### src/hdl/ssvg_pkg.sv
// ----------------------------------------------------------------------------
// ssvg_pkg
// Types, register map and segment shape table of the sixteen-segment
// vector generator.
// ----------------------------------------------------------------------------
`default_nettype none

package ssvg_pkg;

  localparam logic [7:0] NEWLINE_CODE = 8'd10;
  localparam int unsigned SEG_COUNT   = 16;

  // register indexes (byte address = 4 * index)
  localparam logic [2:0] REG_ORIGIN_X     = 3'd0;
  localparam logic [2:0] REG_ORIGIN_Y     = 3'd1;
  localparam logic [2:0] REG_GLYPH_HEIGHT = 3'd2;
  localparam logic [2:0] REG_CHAR_SPACING = 3'd3;
  localparam logic [2:0] REG_INK_COLOR    = 3'd4;

  // x offset codes: 0, q, 2q, w
  localparam logic [1:0] XC_ZERO = 2'd0;
  localparam logic [1:0] XC_Q    = 2'd1;
  localparam logic [1:0] XC_2Q   = 2'd2;
  localparam logic [1:0] XC_W    = 2'd3;

  // y offset codes: 0, hh, 2hh, h, h-hh
  localparam logic [2:0] YC_ZERO  = 3'd0;
  localparam logic [2:0] YC_HH    = 3'd1;
  localparam logic [2:0] YC_2HH   = 3'd2;
  localparam logic [2:0] YC_H     = 3'd3;
  localparam logic [2:0] YC_H_HH  = 3'd4;

  typedef struct packed {
    logic [7:0]  char_code;
    logic [15:0] segment_mask;
    logic        end_of_text;
  } ssvg_in_t;

  typedef struct packed {
    logic [16:0] line_x0;
    logic [16:0] line_y0;
    logic [16:0] line_x1;
    logic [16:0] line_y1;
    logic [3:0]  segment_index;
    logic [1:0]  line_color;
    logic        last_line;
  } ssvg_out_t;

  typedef struct packed {
    logic [7:0] origin_x;
    logic [7:0] origin_y;
    logic [7:0] glyph_height;
    logic [7:0] char_spacing;
    logic [1:0] ink_color;
  } ssvg_cfg_t;

  // one placed character waiting for the back end
  typedef struct packed {
    logic [16:0] glyph_x;
    logic [16:0] glyph_y;
    logic [15:0] mask;
  } ssvg_entry_t;

  typedef struct packed {
    logic [1:0] x0;
    logic [2:0] y0;
    logic [1:0] x1;
    logic [2:0] y1;
  } ssvg_shape_t;

  function automatic ssvg_shape_t seg_shape(input logic [3:0] k);
    ssvg_shape_t s;
    case (k)
      4'd0:    s = '{XC_ZERO, YC_ZERO, XC_Q,    YC_ZERO};
      4'd1:    s = '{XC_Q,    YC_ZERO, XC_2Q,   YC_ZERO};
      4'd2:    s = '{XC_ZERO, YC_ZERO, XC_ZERO, YC_HH};
      4'd3:    s = '{XC_ZERO, YC_ZERO, XC_Q,    YC_HH};
      4'd4:    s = '{XC_Q,    YC_ZERO, XC_Q,    YC_HH};
      4'd5:    s = '{XC_W,    YC_ZERO, XC_Q,    YC_HH};
      4'd6:    s = '{XC_W,    YC_ZERO, XC_W,    YC_HH};
      4'd7:    s = '{XC_ZERO, YC_HH,   XC_Q,    YC_HH};
      4'd8:    s = '{XC_Q,    YC_HH,   XC_2Q,   YC_HH};
      4'd9:    s = '{XC_ZERO, YC_HH,   XC_ZERO, YC_2HH};
      4'd10:   s = '{XC_ZERO, YC_H,    XC_Q,    YC_H_HH};
      4'd11:   s = '{XC_Q,    YC_HH,   XC_Q,    YC_2HH};
      4'd12:   s = '{XC_Q,    YC_HH,   XC_2Q,   YC_2HH};
      4'd13:   s = '{XC_W,    YC_HH,   XC_W,    YC_2HH};
      4'd14:   s = '{XC_ZERO, YC_H,    XC_Q,    YC_H};
      default: s = '{XC_Q,    YC_H,    XC_2Q,   YC_H};
    endcase
    return s;
  endfunction

endpackage

`default_nettype wire

### src/hdl/sixteen_segment_vector_generator_unit.sv
// ----------------------------------------------------------------------------
// sixteen_segment_vector_generator_unit
// Places text characters on a column/row cursor and turns each set segment
// bit into a line vector.
// ----------------------------------------------------------------------------
// The first line of a character passes the queue, the walker and the output
//   register. The back end walker emits one line per cycle while the output
//   is not stalled; a character with an empty mask is not queued at all.
// A two-entry queue lets the input side run ahead while lines are stalled.
// Reset: cursors cleared, queue and output empty, registers at their
//   documented reset values; no clearing pass.
// ----------------------------------------------------------------------------
`default_nettype none

module sixteen_segment_vector_generator_unit import ssvg_pkg::*; #(
  parameter int unsigned CURSOR_MAX = 255
) (
  input  wire logic        clk_i,
  input  wire logic        rst_ni,
  input  wire logic        psel,
  input  wire logic        penable,
  input  wire logic        pwrite,
  input  wire logic [4:0]  paddr,
  input  wire logic [31:0] pwdata,
  output logic [31:0]      prdata,
  output logic             pready,
  input  wire logic        in_valid_i,
  output logic             in_stall_o,
  input  wire ssvg_in_t    in_item_i,
  output logic             out_valid_o,
  input  wire logic        out_stall_i,
  output ssvg_out_t        out_item_o
);

  ssvg_cfg_t   cfg_q;
  logic        cfg_wr;
  logic [2:0]  reg_idx;
  logic        push, full, entry_valid, pop;
  ssvg_entry_t push_data, entry;

  assign pready  = 1'b1;
  assign reg_idx = paddr[4:2];
  assign cfg_wr  = psel && penable && pwrite;

  always_ff @(posedge clk_i or negedge rst_ni) begin
    if (!rst_ni) begin
      cfg_q.origin_x     <= 8'd0;
      cfg_q.origin_y     <= 8'd0;
      cfg_q.glyph_height <= 8'd16;
      cfg_q.char_spacing <= 8'd1;
      cfg_q.ink_color    <= 2'd1;
    end else if (cfg_wr) begin
      case (reg_idx)
        REG_ORIGIN_X:     cfg_q.origin_x     <= pwdata[7:0];
        REG_ORIGIN_Y:     cfg_q.origin_y     <= pwdata[7:0];
        REG_GLYPH_HEIGHT: cfg_q.glyph_height <= pwdata[7:0];
        REG_CHAR_SPACING: cfg_q.char_spacing <= pwdata[7:0];
        REG_INK_COLOR:    cfg_q.ink_color    <= pwdata[1:0];
        default: ;
      endcase
    end
  end

  always_comb begin
    case (reg_idx)
      REG_ORIGIN_X:     prdata = {24'd0, cfg_q.origin_x};
      REG_ORIGIN_Y:     prdata = {24'd0, cfg_q.origin_y};
      REG_GLYPH_HEIGHT: prdata = {24'd0, cfg_q.glyph_height};
      REG_CHAR_SPACING: prdata = {24'd0, cfg_q.char_spacing};
      REG_INK_COLOR:    prdata = {30'd0, cfg_q.ink_color};
      default:          prdata = 32'd0;
    endcase
  end

  ssvg_front #(
    .CURSOR_MAX(CURSOR_MAX)
  ) u_front (
    .clk_i        (clk_i),
    .rst_ni       (rst_ni),
    .cfg_i        (cfg_q),
    .in_valid_i   (in_valid_i),
    .in_stall_o   (in_stall_o),
    .in_item_i    (in_item_i),
    .push_o       (push),
    .push_data_o  (push_data),
    .queue_full_i (full)
  );

  ssvg_fifo #(
    .WIDTH($bits(ssvg_entry_t)),
    .DEPTH(2)
  ) u_fifo (
    .clk_i       (clk_i),
    .rst_ni      (rst_ni),
    .push_i      (push),
    .push_data_i (push_data),
    .full_o      (full),
    .pop_i       (pop),
    .valid_o     (entry_valid),
    .pop_data_o  (entry)
  );

  ssvg_back u_back (
    .clk_i         (clk_i),
    .rst_ni        (rst_ni),
    .cfg_i         (cfg_q),
    .entry_valid_i (entry_valid),
    .entry_i       (entry),
    .pop_o         (pop),
    .out_valid_o   (out_valid_o),
    .out_stall_i   (out_stall_i),
    .out_item_o    (out_item_o)
  );

endmodule

`default_nettype wire

### src/hdl/ssvg_front.sv
// ----------------------------------------------------------------------------
// ssvg_front
// Accepts characters, keeps the column/row cursor and computes the glyph
// corner. Characters with a non-empty mask are pushed to the queue.
// ----------------------------------------------------------------------------
`default_nettype none

module ssvg_front import ssvg_pkg::*; #(
  parameter int unsigned CURSOR_MAX = 255
) (
  input  wire logic        clk_i,
  input  wire logic        rst_ni,
  input  wire ssvg_cfg_t   cfg_i,
  input  wire logic        in_valid_i,
  output logic             in_stall_o,
  input  wire ssvg_in_t    in_item_i,
  output logic             push_o,
  output ssvg_entry_t      push_data_o,
  input  wire logic        queue_full_i
);

  localparam logic [7:0] CursorMax = 8'(CURSOR_MAX);

  logic [7:0]  col_q, col_d;
  logic [7:0]  row_q, row_d;
  logic        accept;
  logic        is_newline;
  logic [7:0]  row_inc;
  logic [7:0]  row_sel;
  logic [8:0]  col_pitch;
  logic [8:0]  row_pitch;
  logic [16:0] x_prod;
  logic [16:0] y_prod;

  assign in_stall_o = queue_full_i;
  assign accept     = in_valid_i && !queue_full_i;
  assign is_newline = (in_item_i.char_code == NEWLINE_CODE);

  assign row_inc = (row_q < CursorMax) ? row_q + 8'd1 : row_q;
  // a newline is drawn on the line it opens
  assign row_sel = is_newline ? row_inc : row_q;

  assign col_pitch = {2'b00, cfg_i.glyph_height[7:1]} + {1'b0, cfg_i.char_spacing};
  assign row_pitch = {1'b0, cfg_i.glyph_height} + {1'b0, cfg_i.char_spacing};
  assign x_prod    = {8'd0, col_pitch} * {9'd0, col_q};
  assign y_prod    = {8'd0, row_pitch} * {9'd0, row_sel};

  always_comb begin
    push_data_o.glyph_x = is_newline ? {9'd0, cfg_i.origin_x}
                                     : {9'd0, cfg_i.origin_x} + x_prod;
    push_data_o.glyph_y = {9'd0, cfg_i.origin_y} + y_prod;
    push_data_o.mask    = in_item_i.segment_mask;
    push_o = accept && (in_item_i.segment_mask != 16'd0);
  end

  always_comb begin
    col_d = col_q;
    row_d = row_q;
    if (accept) begin
      if (is_newline) begin
        row_d = row_inc;
        col_d = 8'd0;
      end else if (col_q < CursorMax) begin
        col_d = col_q + 8'd1;
      end
      if (in_item_i.end_of_text) begin
        col_d = 8'd0;
        row_d = 8'd0;
      end
    end
  end

  always_ff @(posedge clk_i or negedge rst_ni) begin
    if (!rst_ni) begin
      col_q <= 8'd0;
      row_q <= 8'd0;
    end else begin
      col_q <= col_d;
      row_q <= row_d;
    end
  end

  a_col_sat: assert property (@(posedge clk_i) disable iff (!rst_ni) col_q <= CursorMax)
    else $error("column cursor beyond its maximum");
  a_row_sat: assert property (@(posedge clk_i) disable iff (!rst_ni) row_q <= CursorMax)
    else $error("row cursor beyond its maximum");

endmodule

`default_nettype wire

### src/hdl/ssvg_fifo.sv
// ----------------------------------------------------------------------------
// ssvg_fifo
// Short queue of placed characters between the front and back ends.
// ----------------------------------------------------------------------------
`default_nettype none

module ssvg_fifo #(
  parameter int unsigned WIDTH = 50,
  parameter int unsigned DEPTH = 2
) (
  input  wire logic             clk_i,
  input  wire logic             rst_ni,
  input  wire logic             push_i,
  input  wire logic [WIDTH-1:0] push_data_i,
  output logic                  full_o,
  input  wire logic             pop_i,
  output logic                  valid_o,
  output logic [WIDTH-1:0]      pop_data_o
);

  localparam int unsigned PtrW = (DEPTH > 1) ? $clog2(DEPTH) : 1;
  localparam int unsigned CntW = $clog2(DEPTH + 1);
  localparam logic [PtrW-1:0] LastPtr = PtrW'(DEPTH - 1);
  localparam logic [CntW-1:0] Full    = CntW'(DEPTH);

  logic [WIDTH-1:0] mem_q [DEPTH];
  logic [PtrW-1:0]  wr_q, rd_q;
  logic [CntW-1:0]  cnt_q;
  logic             do_push, do_pop;

  assign full_o     = (cnt_q == Full);
  assign valid_o    = (cnt_q != '0);
  assign pop_data_o = mem_q[rd_q];
  assign do_push    = push_i && !full_o;
  assign do_pop     = pop_i && valid_o;

  always_ff @(posedge clk_i) begin
    if (do_push) begin
      mem_q[wr_q] <= push_data_i;
    end
  end

  always_ff @(posedge clk_i or negedge rst_ni) begin
    if (!rst_ni) begin
      wr_q  <= '0;
      rd_q  <= '0;
      cnt_q <= '0;
    end else begin
      if (do_push) begin
        wr_q <= (wr_q == LastPtr) ? '0 : wr_q + PtrW'(1);
      end
      if (do_pop) begin
        rd_q <= (rd_q == LastPtr) ? '0 : rd_q + PtrW'(1);
      end
      if (do_push && !do_pop) begin
        cnt_q <= cnt_q + CntW'(1);
      end else if (do_pop && !do_push) begin
        cnt_q <= cnt_q - CntW'(1);
      end
    end
  end

  a_cnt_range: assert property (@(posedge clk_i) disable iff (!rst_ni) cnt_q <= Full)
    else $error("queue count out of range");

endmodule

`default_nettype wire

### src/hdl/ssvg_back.sv
// ----------------------------------------------------------------------------
// ssvg_back
// Walks the mask of one placed character, lowest segment first, and emits
// one line vector per set bit through the output register.
// ----------------------------------------------------------------------------
`default_nettype none

module ssvg_back import ssvg_pkg::*; (
  input  wire logic        clk_i,
  input  wire logic        rst_ni,
  input  wire ssvg_cfg_t   cfg_i,
  input  wire logic        entry_valid_i,
  input  wire ssvg_entry_t entry_i,
  output logic             pop_o,
  output logic             out_valid_o,
  input  wire logic        out_stall_i,
  output ssvg_out_t        out_item_o
);

  logic        busy_q, busy_d;
  logic [16:0] gx_q, gy_q;
  logic [15:0] mask_q, mask_d;
  logic        out_valid_q, out_valid_d;
  ssvg_out_t   out_q, out_d;

  logic        adv, emit, last;
  logic [3:0]  idx;
  logic [15:0] mask_rest;
  ssvg_shape_t shp;
  logic [16:0] off_q, off_2q, off_w;
  logic [16:0] off_hh, off_2hh, off_h, off_h_hh;

  function automatic logic [16:0] pick_x(input logic [1:0] c, input logic [16:0] q,
                                         input logic [16:0] q2, input logic [16:0] w);
    logic [16:0] r;
    case (c)
      XC_ZERO: r = 17'd0;
      XC_Q:    r = q;
      XC_2Q:   r = q2;
      default: r = w;
    endcase
    return r;
  endfunction

  function automatic logic [16:0] pick_y(input logic [2:0] c, input logic [16:0] hh,
                                         input logic [16:0] hh2, input logic [16:0] h,
                                         input logic [16:0] hd);
    logic [16:0] r;
    case (c)
      YC_ZERO: r = 17'd0;
      YC_HH:   r = hh;
      YC_2HH:  r = hh2;
      YC_H:    r = h;
      default: r = hd;
    endcase
    return r;
  endfunction

  assign off_w    = {10'd0, cfg_i.glyph_height[7:1]};
  assign off_q    = {11'd0, cfg_i.glyph_height[7:2]};
  assign off_2q   = {10'd0, cfg_i.glyph_height[7:2], 1'b0};
  assign off_hh   = {10'd0, cfg_i.glyph_height[7:1]};
  assign off_2hh  = {9'd0, cfg_i.glyph_height[7:1], 1'b0};
  assign off_h    = {9'd0, cfg_i.glyph_height};
  assign off_h_hh = off_h - off_hh;

  always_comb begin
    idx = 4'd0;
    for (int i = SEG_COUNT - 1; i >= 0; i--) begin
      if (mask_q[i]) begin
        idx = 4'(i);
      end
    end
  end

  assign mask_rest = mask_q & (mask_q - 16'd1);
  assign last      = (mask_rest == 16'd0);
  assign shp       = seg_shape(idx);

  assign adv   = !out_valid_q || !out_stall_i;
  assign emit  = busy_q && adv;
  // next character is taken as the current one hands over its last line
  assign pop_o = entry_valid_i && (!busy_q || (emit && last));

  always_comb begin
    busy_d = busy_q;
    mask_d = mask_q;
    if (pop_o) begin
      busy_d = 1'b1;
      mask_d = entry_i.mask;
    end else if (emit) begin
      busy_d = !last;
      mask_d = mask_rest;
    end
  end

  always_comb begin
    out_valid_d = out_valid_q;
    out_d       = out_q;
    if (adv) begin
      out_valid_d = emit;
    end
    if (emit) begin
      out_d.line_x0       = gx_q + pick_x(shp.x0, off_q, off_2q, off_w);
      out_d.line_y0       = gy_q + pick_y(shp.y0, off_hh, off_2hh, off_h, off_h_hh);
      out_d.line_x1       = gx_q + pick_x(shp.x1, off_q, off_2q, off_w);
      out_d.line_y1       = gy_q + pick_y(shp.y1, off_hh, off_2hh, off_h, off_h_hh);
      out_d.segment_index = idx;
      out_d.line_color    = cfg_i.ink_color;
      out_d.last_line     = last;
    end
  end

  always_ff @(posedge clk_i or negedge rst_ni) begin
    if (!rst_ni) begin
      busy_q      <= 1'b0;
      out_valid_q <= 1'b0;
    end else begin
      busy_q      <= busy_d;
      out_valid_q <= out_valid_d;
    end
  end

  always_ff @(posedge clk_i) begin
    mask_q <= mask_d;
    out_q  <= out_d;
    if (pop_o) begin
      gx_q <= entry_i.glyph_x;
      gy_q <= entry_i.glyph_y;
    end
  end

  assign out_valid_o = out_valid_q;
  assign out_item_o  = out_q;

  a_busy_mask: assert property (@(posedge clk_i) disable iff (!rst_ni)
      busy_q |-> (mask_q != 16'd0))
    else $error("walking a character with nothing left to draw");

endmodule

`default_nettype wire
### config.mk
export PLATFORM = sky130hd
export DESIGN_NAME = sixteen_segment_vector_generator_unit
export DESIGN_NICKNAME = d
export VERILOG_FILES = /design/src/hdl/ssvg_pkg.sv /design/src/hdl/sixteen_segment_vector_generator_unit.sv /design/src/hdl/ssvg_front.sv /design/src/hdl/ssvg_fifo.sv /design/src/hdl/ssvg_back.sv
export SDC_FILE = /design/constraint.sdc
export NUM_CORES = 1
export LEC_CHECK = 0
export ABC_AREA = 1
export BUFFER_PORTS_ARGS = -buffer_cell sky130_fd_sc_hd__buf_4
export CORE_ASPECT_RATIO = 1.25
export CORE_MARGIN = 2
export CORE_UTILIZATION = 55
export DETAILED_ROUTE_END_ITERATION = 6
export PLACE_DENSITY_LB_ADDON = 0.25
export SETUP_SLACK_MARGIN = 0.1
export SLEW_MARGIN = 10
export SYNTH_ARGS = -nofsm -noshare
export SYNTH_HDL_FRONTEND = slang
export SYNTH_SLANG_ARGS = --single-unit
### constraint.sdc
create_clock -name clk_i -period 5.6 [get_ports clk_i]
set_input_delay 0.84 -clock clk_i [delete_from_list [all_inputs] [get_ports clk_i]]
set_output_delay 0.84 -clock clk_i [all_outputs]
set_load 0.01 [all_outputs]
Yosys cells after proc, flatten, opt, wreduce, memory -nomap -nowiden --
Memory sizes are Yosys's and may differ from the RTL's. Cells that the tools add are included.
Cells by class: $add $sub $neg 16, multiply operators 2, order comparisons 2, equality and inequality tests 16, muxes and demuxes 42, bitwise logic cells 1, reduce and logical (&&, ||, !) cells 37
Operators with widths (number):
- 17-bit case mux with 4 select lines | 2
- 17-bit two-way mux | 5
- 17-bit adder | 4
- 4-bit two-way mux | 16
- 8-bit two-way mux | 6
- 7-bit case mux with 3 select lines | 2
- 8-bit case mux with 5 select lines | 1
- 8-bit by 17-bit adder with 17-bit output | 2
- 9-bit by 8-bit multiplier with 17-bit output | 2
- 16-bit two-way mux | 2
- 3-bit by 2-bit equality test with 1-bit output, second input constant | 6
- 8-bit by 1-bit adder with 8-bit output, second input constant | 2
- 16-bit bitwise AND | 1
- 16-bit zero test | 1
- 8-bit < comparator, second input constant | 2
- 16-bit nonzero test | 1
- 16-bit by 1-bit subtractor with 16-bit output, second input constant | 1
- 2-bit AND reduction | 6
- 1-bit logical AND | 11
- 7-bit by 8-bit adder with 9-bit output | 1
- 8-bit by 8-bit adder with 9-bit output | 1
- 3-bit by 1-bit equality test with 1-bit output, second input constant | 3
- 3-bit zero test | 3
- 8-bit by 7-bit subtractor with 9-bit output | 1
- 14 further kinds | 34
Storage, ports and cells: bits in registers 181, memory bits (writable) 100, ROM bits 144, bits of input ports 69, output and inout bits 110, word-level logic and storage cells 140, memories kept 2
Memories:
- (no name shown) | depth 16, width 9, read ports 1, clocked after Yosys merged registers in 0, wr ports 0, RTL line ssvg_pkg.sv:73 | case (k)
- u_fifo.mem_q | depth 2, width 50, read ports 1, clocked after Yosys merged registers in 0, wr ports 1, RTL line ssvg_fifo.sv:26 | logic [WIDTH-1:0] mem_q [DEPTH];

Depth between registers and ports, before layout --
Gate-level depths: netlist of the first run. An unclocked memory read counts as a cell.
depth after elaboration 21, depth in mapped cells 40, gate-level depth less buffers 39

Modules after synthesis --
A second synthesis of the first run with hierarchy kept.
Second synthesis, totals: cell total of the unflattened synthesis 2364, area, all modules 20810.0 um2
Modules (own cells, without submodules):
- ssvg_back | instances 1, cells an instance 757, area an instance 7529.7 um2, sequential area each 3803.6 um2
- ssvg_front | instances 1, cells an instance 1093, area an instance 7507.2 um2, sequential area each 400.4 um2
- ssvg_fifo | instances 1, cells an instance 293, area an instance 3947.5 um2, sequential area each 3103.0 um2
- sixteen_segment_vector_generator_unit | instances 1, cells an instance 221, area an instance 1825.5 um2, sequential area each 854.6 um2

Worst setup path before layout of the first run --
Ideal clock, no wire load.
kind input -> register, start point in in_item_i[24] (netlist bit), end point mem u_fifo.mem_q[0][30], data pin, library setup time 0.264 ns, arrival time 5.698 ns, required time 5.336 ns, setup slack -0.362 ns, stages on the path 23, buffers on the path 0, cell sequence nor4_1 nand2_1 nor2_1 inv_1 nor2_1 xor2_1 inv_1 nand2_1 fa_1 fa_1 inv_1 fa_1 fa_1 ha_1 a21oi_1 a21boi_0 o21ai_0 a21oi_1 o21ai_0 a21oi_1 nor2_1 nor2_1 xor2_1
RTL lines:
- start, declared | RTL line sixteen_segment_vector_generator_unit.sv:29 | input wire ssvg_in_t in_item_i,
- end, declared | RTL line ssvg_fifo.sv:26

==> results of run 1 <==
[Yosys cell counts, drive strengths merged, types with 2 or more instances]
master	instances	area [um^2]
dfstp	3	78.83
a211oi	3	22.52
a221oi	3	26.28
and2	3	18.77
buf	32	241.5
and3	3	18.77
nor4	10	68.81
o21ai	141	762.0
o21bai	9	67.56
a21boi	4	30.03
a22oi	6	45.04
xor2	67	586.8
nand3b	3	22.52
or2	26	162.7
ha	152	1902
clkbuf	33	123.9
o31ai	2	15.01
inv	346	1299
nor2	119	471.7
o211ai	3	27.52
edfxtp	225	6756
a31oi	10	68.81
a21oi	113	573.1
nor3	20	120.1
nand3	47	235.2
dfrtp	53	1326
nand4	21	131.4
a21o	5	37.54
clkinv	3	13.76
o22ai	17	106.4
xnor2	21	183.9
nand2	478	1819
fa	107	2142
conb	2	7.510
[per-layer routing]
layer | track usage (%) | vias up
met2 | 43.09 | 419
met1 | 29.18 | 7115
li1 | - | 7344
met5 | 0 | -
met4 | 7.322 | 0
met3 | 2.371 | 95
[layout make-up]
type                       instances  area [um^2]
sequential                       281         8168
clock inverter                    21        206.4
clock buffer                      31        733.2
timing repair buffer             272         2085
fill                            2695        11350
inverter                         349         1326
multi-input combinational       1431        10710
tap                              474        593.1
[placed cells by master (no fill, tap or decap), drive strengths merged, types with 4 or more instances in the layout]
master and count:
edfxtp 225, nand4 21, dfrtp 53, o22ai 17, nand3 47, inv 347, a31oi 10, o21bai 9
a22oi 6, xor2 67, a21oi 113, nor2 119, nand2 478, fa 107, conb 33, nor3 20
ha 152, a21boi 4, xnor2 21, or2 26, a21o 5, clkinvlp 5, buf 272, nor4 10
o21ai 141, clkbuf 31, clkinv 15
[power by group]
part           total (mW)  switching [mW]  leakage, nW  internal, mW
clock network        1.89           0.803        0.447          1.09
logic                2.22            1.32         7.69         0.894
registers            2.85           0.163         2.86          2.69
total                6.96            2.29         11.0          4.67
[final timing paths]
check                               startpoint             endpoint  slack (ps)  cells after the start
max in group asynchronous               rst_ni            cfg_q[11]        4660                      1
min reg2reg                u_fifo.mem_q[0][38]       u_back.gx_q[5]         510                      2
min in group clk_i               in_item_i[15]  u_fifo.mem_q[1][14]         480                      1
max                                   cfg_q[2]  u_fifo.mem_q[0][47]        -210                     27
min                                     rst_ni   u_back.out_valid_o         340                      1
max reg2reg                           cfg_q[2]  u_fifo.mem_q[0][47]        -210                     27
[state kept, by name, indices dropped and copies added, names as in the netlist]
signal	cells
u_fifo.rd_q	1
u_fifo.cnt_q	2
u_front.row_q	8
u_back.gx_q	17
u_back.out_item_o	75
u_back.gy_q	17
u_fifo.wr_q	1
u_front.col_q	8
u_back.busy_q	1
u_back.out_valid_o	1
u_back.mask_q	16
u_fifo.mem_q	100
cfg_q	34
[per-stage QoR]
stage	hold slack (ps)	total power, mW	util, %	std cells
after global placement	492.9	4.734	62.20	2770
after global routing	402.0	7.359	67.74	2859
after detailed placement	497.9	4.810	62.20	2770
after CTS	365.5	6.802	66.05	2843
after floorplan	447.3	4.110	-	2126
final	337.2	6.962	67.74	2859
[worst max-delay path, stage by stage (launching register included)]
cell	delay [ps]
dfstp_2	600
ha_4	160
nand3_2	70
and2_4	160
or2_1	240
nand2_1	100
a21oi_2	60
or2_1	220
nand2_1	80
a21oi_2	60
or2_1	210
nand2_2	80
inv_2	60
nand2_2	60
fa_1	440
fa_1	490
fa_1	500
inv_2	40
fa_1	550
ha_4	240
a21oi_4	200
o21ai_2	100
a21oi_2	170
o21bai_1	130
a21oi_2	200
o21bai_1	110
o21ai_1	180
a21oi_2	60
[logic make-up (layout without fill, tap and decap cells)]
family	after synthesis	in the layout
buffers and inverters	414	673
XOR/XNOR	88	88
adder cells (fa/ha/maj)	259	259
AND/OR/NAND/NOR	732	732
AO/OA/AOI/OAI	319	319
other	2	33
flip-flops	281	281
[repair_timing]
item | CTS | global route
setup buffers | 21 | 21
pin swaps | 47 | 114
resized for setup | 67 | 125
endpoints found under the setup margin | 32 | 36
==> results.cfg, run 1 <==
[clock_tree]
cts_inserted_buffers = 28
ctsHtreeMaxLevel = 1
clk_latency_ps = 560
clk_pin_slew_ps = 70
cts_sinks = 281
cts-root-buf = clkbuf_16
cts_tree = yes
clock_path_buffers = 3
postCtsHoldBufs = 0

[detailed_routing]
drtPass1Iterations = 5
wl_met3_um = 2072
viasPerCell = 5.237
vias = 14970
routedWlPerCell_um = 15.48
drc_errors = 0
drt_iter0_markers = 890
dr_wl_met2_um = 22630
met1_length_um = 18230
ant_nets = 0
drt-total-wl_um = 44260
highest_layer = met4

[synth]
muxShareOfSynthArea_pct = 0
async_flop_share_pct = 19.93
synthXorXnorAreaFrac_pct = 3.942
synth_edf_count = 225
synthCells = 2095
syn_area_um2 = 19550
synth_top_family_by_area = adder cells
synth-seq-area-share_pct = 41.74
yosys.area_share.adder_pct = 20.68
ys_warn_count = 0
synth_cell_types = 58
synth_seq_cells = 281
syn_area_per_cell_um2 = 9.333
synthSimpleGateAreaFrac_pct = 15.77
synth_compound_area_share_pct = 9.247
ys.flop_type = edfxtp_1

[finish]
drive_gt1_share_pct = 23.77
syn_to_final_growth_pct = 21.82
final_area_um2 = 23820
final_nets = 2691
diodes = 0

[timing]
maxSlewViolCount = 0
min_period_ps = 5812
worst_slack_ps = -211.8
rsz0062_at_grt = yes
period_share_pct = 103.8
worstMarginPinSlew_ps = 1136
max_freq_mhz = 172.1
final-setup-viol-count = 12
finClkSkew_ps = 15.37
slew_headroom_pct = 24.09
hold_viol_final = 0
fin_setup_tns_ps = -1638

[floorplan]
die_x_um = 172.6
die_h_um = 214.8
dieArea_um2 = 37080
rows = 77
start_util_pct = 55.60
ios = 179
coreArea_um2 = 35170

[status]
violations = negative setup slack
status = finished with violations

[grt]
grt_start_max_net_pins = 74
grt_pass1_wl_um = 71550
grt_overflow = 0
antenna_found_initial = 0
grt_usage_pct = 23.50
grt_pass1_vias = 15210

[placement]
hpwlAfterDp_um = 33260
dpl_cell_area_um2 = 21870
gp_congestion = 0.9379
portBuffers = 127
pre_cts_ws_ps = -242.8

[power]
ir_worst_vdd_v = 0.0002682
powerDensity_nw_per_um2 = 292.3
p_leak_nw = 11.00

[worst_setup_path]
cp.arrival_ps = 6110
critPathCaptureType = register
crit_type = register to register
crit_required_ps = 5900
start_kind = register
crit_fanout = 4

[min_path]
hold_path.class = input pin to asynchronous set/reset pin

[run]
max-cap-violations = 0
(Power assumes the default switching activity.)
==> inputs of run 2 (changes only) <==
--- a/config.mk
+++ b/config.mk
@@ -12,6 +12,7 @@
 export CORE_UTILIZATION = 55
 export DETAILED_ROUTE_END_ITERATION = 6
 export PLACE_DENSITY_LB_ADDON = 0.25
+export RECOVER_POWER = 25
 export SETUP_SLACK_MARGIN = 0.1
 export SLEW_MARGIN = 10
 export SYNTH_ARGS = -nofsm -noshare
==> run 2 against run 1 <==
Against the previous run:
- the flow finishes with violations (max-capacitance violations, max-slew violations, negative setup slack)
- sequential share of layout area up 0.12 points
- die area did not move
- worst setup slack worse by 16 ps
- sequential cell count unchanged
- register-to-register slack worse by 20 ps
- critical path depth stayed put
- first-iteration DRC count up 1.3%
- critical path type unchanged
- largest cell class unchanged
==> results.cfg, run 2 (same netlist as run 1, synthesis figures left out) <==
[timing]
whs_ps = 512.5
rsz0062_at_grt = yes
hold_viol_final = 0
worst_slack_ps = -227.6
finClkSkew_ps = 15.35
period_share_pct = 104.1
worstMarginPinSlew_ps = 3585
min_period_ps = 5828
max_freq_mhz = 171.6
final-setup-viol-count = 12
maxSlewViolCount = 235
slew_headroom_pct = -139.0

[detailed_routing]
ant_nets = 0
vias = 14990
drt_iter0_markers = 902
drc_errors = 0
drt-total-wl_um = 44290
drtPass1Iterations = 5
viasPerCell = 5.244
routedWlPerCell_um = 15.49

[finish]
final_cell_mix = nand2_1, inv_1, buf_4, edfxtp_1, ha_1
fill_cells = 2721
multi_input_comb_area_um2 = 10700
fin_cells = 2859
final_area_um2 = 23730
layout_commonest_cell = nand2_1
largest_register = u_fifo.mem_q
final_nets = 2691
syn_to_final_growth_pct = 21.39
drive_gt1_share_pct = 22.77
diodes = 0
largest_reg_flops = 100
seqCellArea_um2 = 8168

[worst_setup_path]
critPathBufInv = 2
cp.arrival_ps = 6130
start_kind = register
worst_path_most_repeated_cell = a21oi_2
critPathCaptureType = register
crit_fanout = 4
crit_path_max_incr_delay_ps = 600
crit_type = register to register
rr_worst_depth = 27
rr_startpoint = cfg_q[2]
r2r_slack_ps = -230
cpLargestDelayFamily = adder cells
critPathSlowestCell = dfstp_2
reg2reg_to = u_fifo.mem_q[0][47]
crit_required_ps = 5900

[status]
status = finished with violations
violations = max-capacitance violations, max-slew violations, negative setup slack

[floorplan]
rows = 77
start_util_pct = 55.60
die_x_um = 172.6
ios = 179
die_h_um = 214.8
dieArea_um2 = 37080
coreArea_um2 = 35170

[grt]
grt_pass1_wl_um = 71550
grt_pass1_vias = 15210
grt_start_max_net_pins = 74
grt_usage_pct = 23.50
antenna_found_initial = 0
grt_overflow = 0

[run]
max-cap-violations = 4

[placement]
gp_congestion = 0.9379
pre_cts_ws_ps = -242.8
portBuffers = 127
dp_cells = 2770
hpwlAfterDp_um = 33260
dpl_cell_area_um2 = 21870

[clock_tree]
cts_sinks = 281
ctsHtreeMaxLevel = 1
cts_inserted_buffers = 28
clk_latency_ps = 560
clk_pin_slew_ps = 70
cts_tree = yes
cts-root-buf = clkbuf_16
clock_path_buffers = 3

[min_path]
hold_path_end = u_back.out_valid_o
min_from = out_stall_i
hold_path.class = input pin to register
whs_path_depth = 3

[power]
p_leak_nw = 10.92
ir_worst_vdd_v = 0.0002681
powerDensity_nw_per_um2 = 293.3
run 2: timing repair:
| item | CTS | global route |
|---|---|---|
| buffers inserted | 21 | 21 |
| resized for setup | 67 | 125 |
| endpoints found under the setup margin | 32 | 36 |
| cloned | 0 | 0 |
| pin swaps | 47 | 114 |
| hold buffers | 0 | 0 |
run 2: worst max path at each step:
stage	from	end	slack, ps	cells after the start
2_1_floorplan	in_item_i[24]	u_fifo.mem_q[0][30]	70	23
4_1_cts	cfg_q[4]	u_fifo.mem_q[1][47]	-10	27
3_3_place_gp	in_item_i[24]	u_fifo.mem_q[0][30]	-180	24
3_5_place_dp	cfg_q[4]	u_fifo.mem_q[0][30]	-240	26
6_report	cfg_q[2]	u_fifo.mem_q[0][47]	-230	27
5_1_grt	cfg_q[3]	u_fifo.mem_q[0][47]	-440	27
run 2: per-stage QoR:
step | setup TNS [ps] | utilization, % | total power, mW
final | -1666 | 67.49 | 6.961
after global routing | -6344 | 67.49 | 7.356
after global placement | -1241 | 62.20 | 4.734
after floorplan | 0 | - | 4.110
after detailed placement | -2612 | 62.20 | 4.810
after CTS | -34.18 | 66.05 | 6.802
run 2: report_power, final:
group	internal [mW]	switching (mW)
clock network	1.09	0.804
registers	2.69	0.163
logic	0.889	1.32
run 2: worst register-to-register path, delay by kind of cell, from the launching register on:
family / cells / cell delay [ps]
adder cells (fa/ha/maj): 6 / 2380
flip-flops: 1 / 600
AO/OA/AOI/OAI: 10 / 1280
buffers and inverters: 2 / 100
AND/OR/NAND/NOR: 9 / 1220
run 2: final cells by class:
type,count,area share [%]
clock buffers,31,3.089
clock inverters,21,0.8698
inverters,349,5.588
multi-input cells,1431,45.09
flip-flops and latches,281,34.41
well taps,474,2.499
repair buffers,272,8.451
run 2: per-layer routing:
metal | part of all wire (%) | track usage [%]
met5 | 0 | 0
met4 | 2.9 | 7.322
met3 | 4.3 | 2.371
met2 | 51 | 43.09
met1 | 41 | 29.18
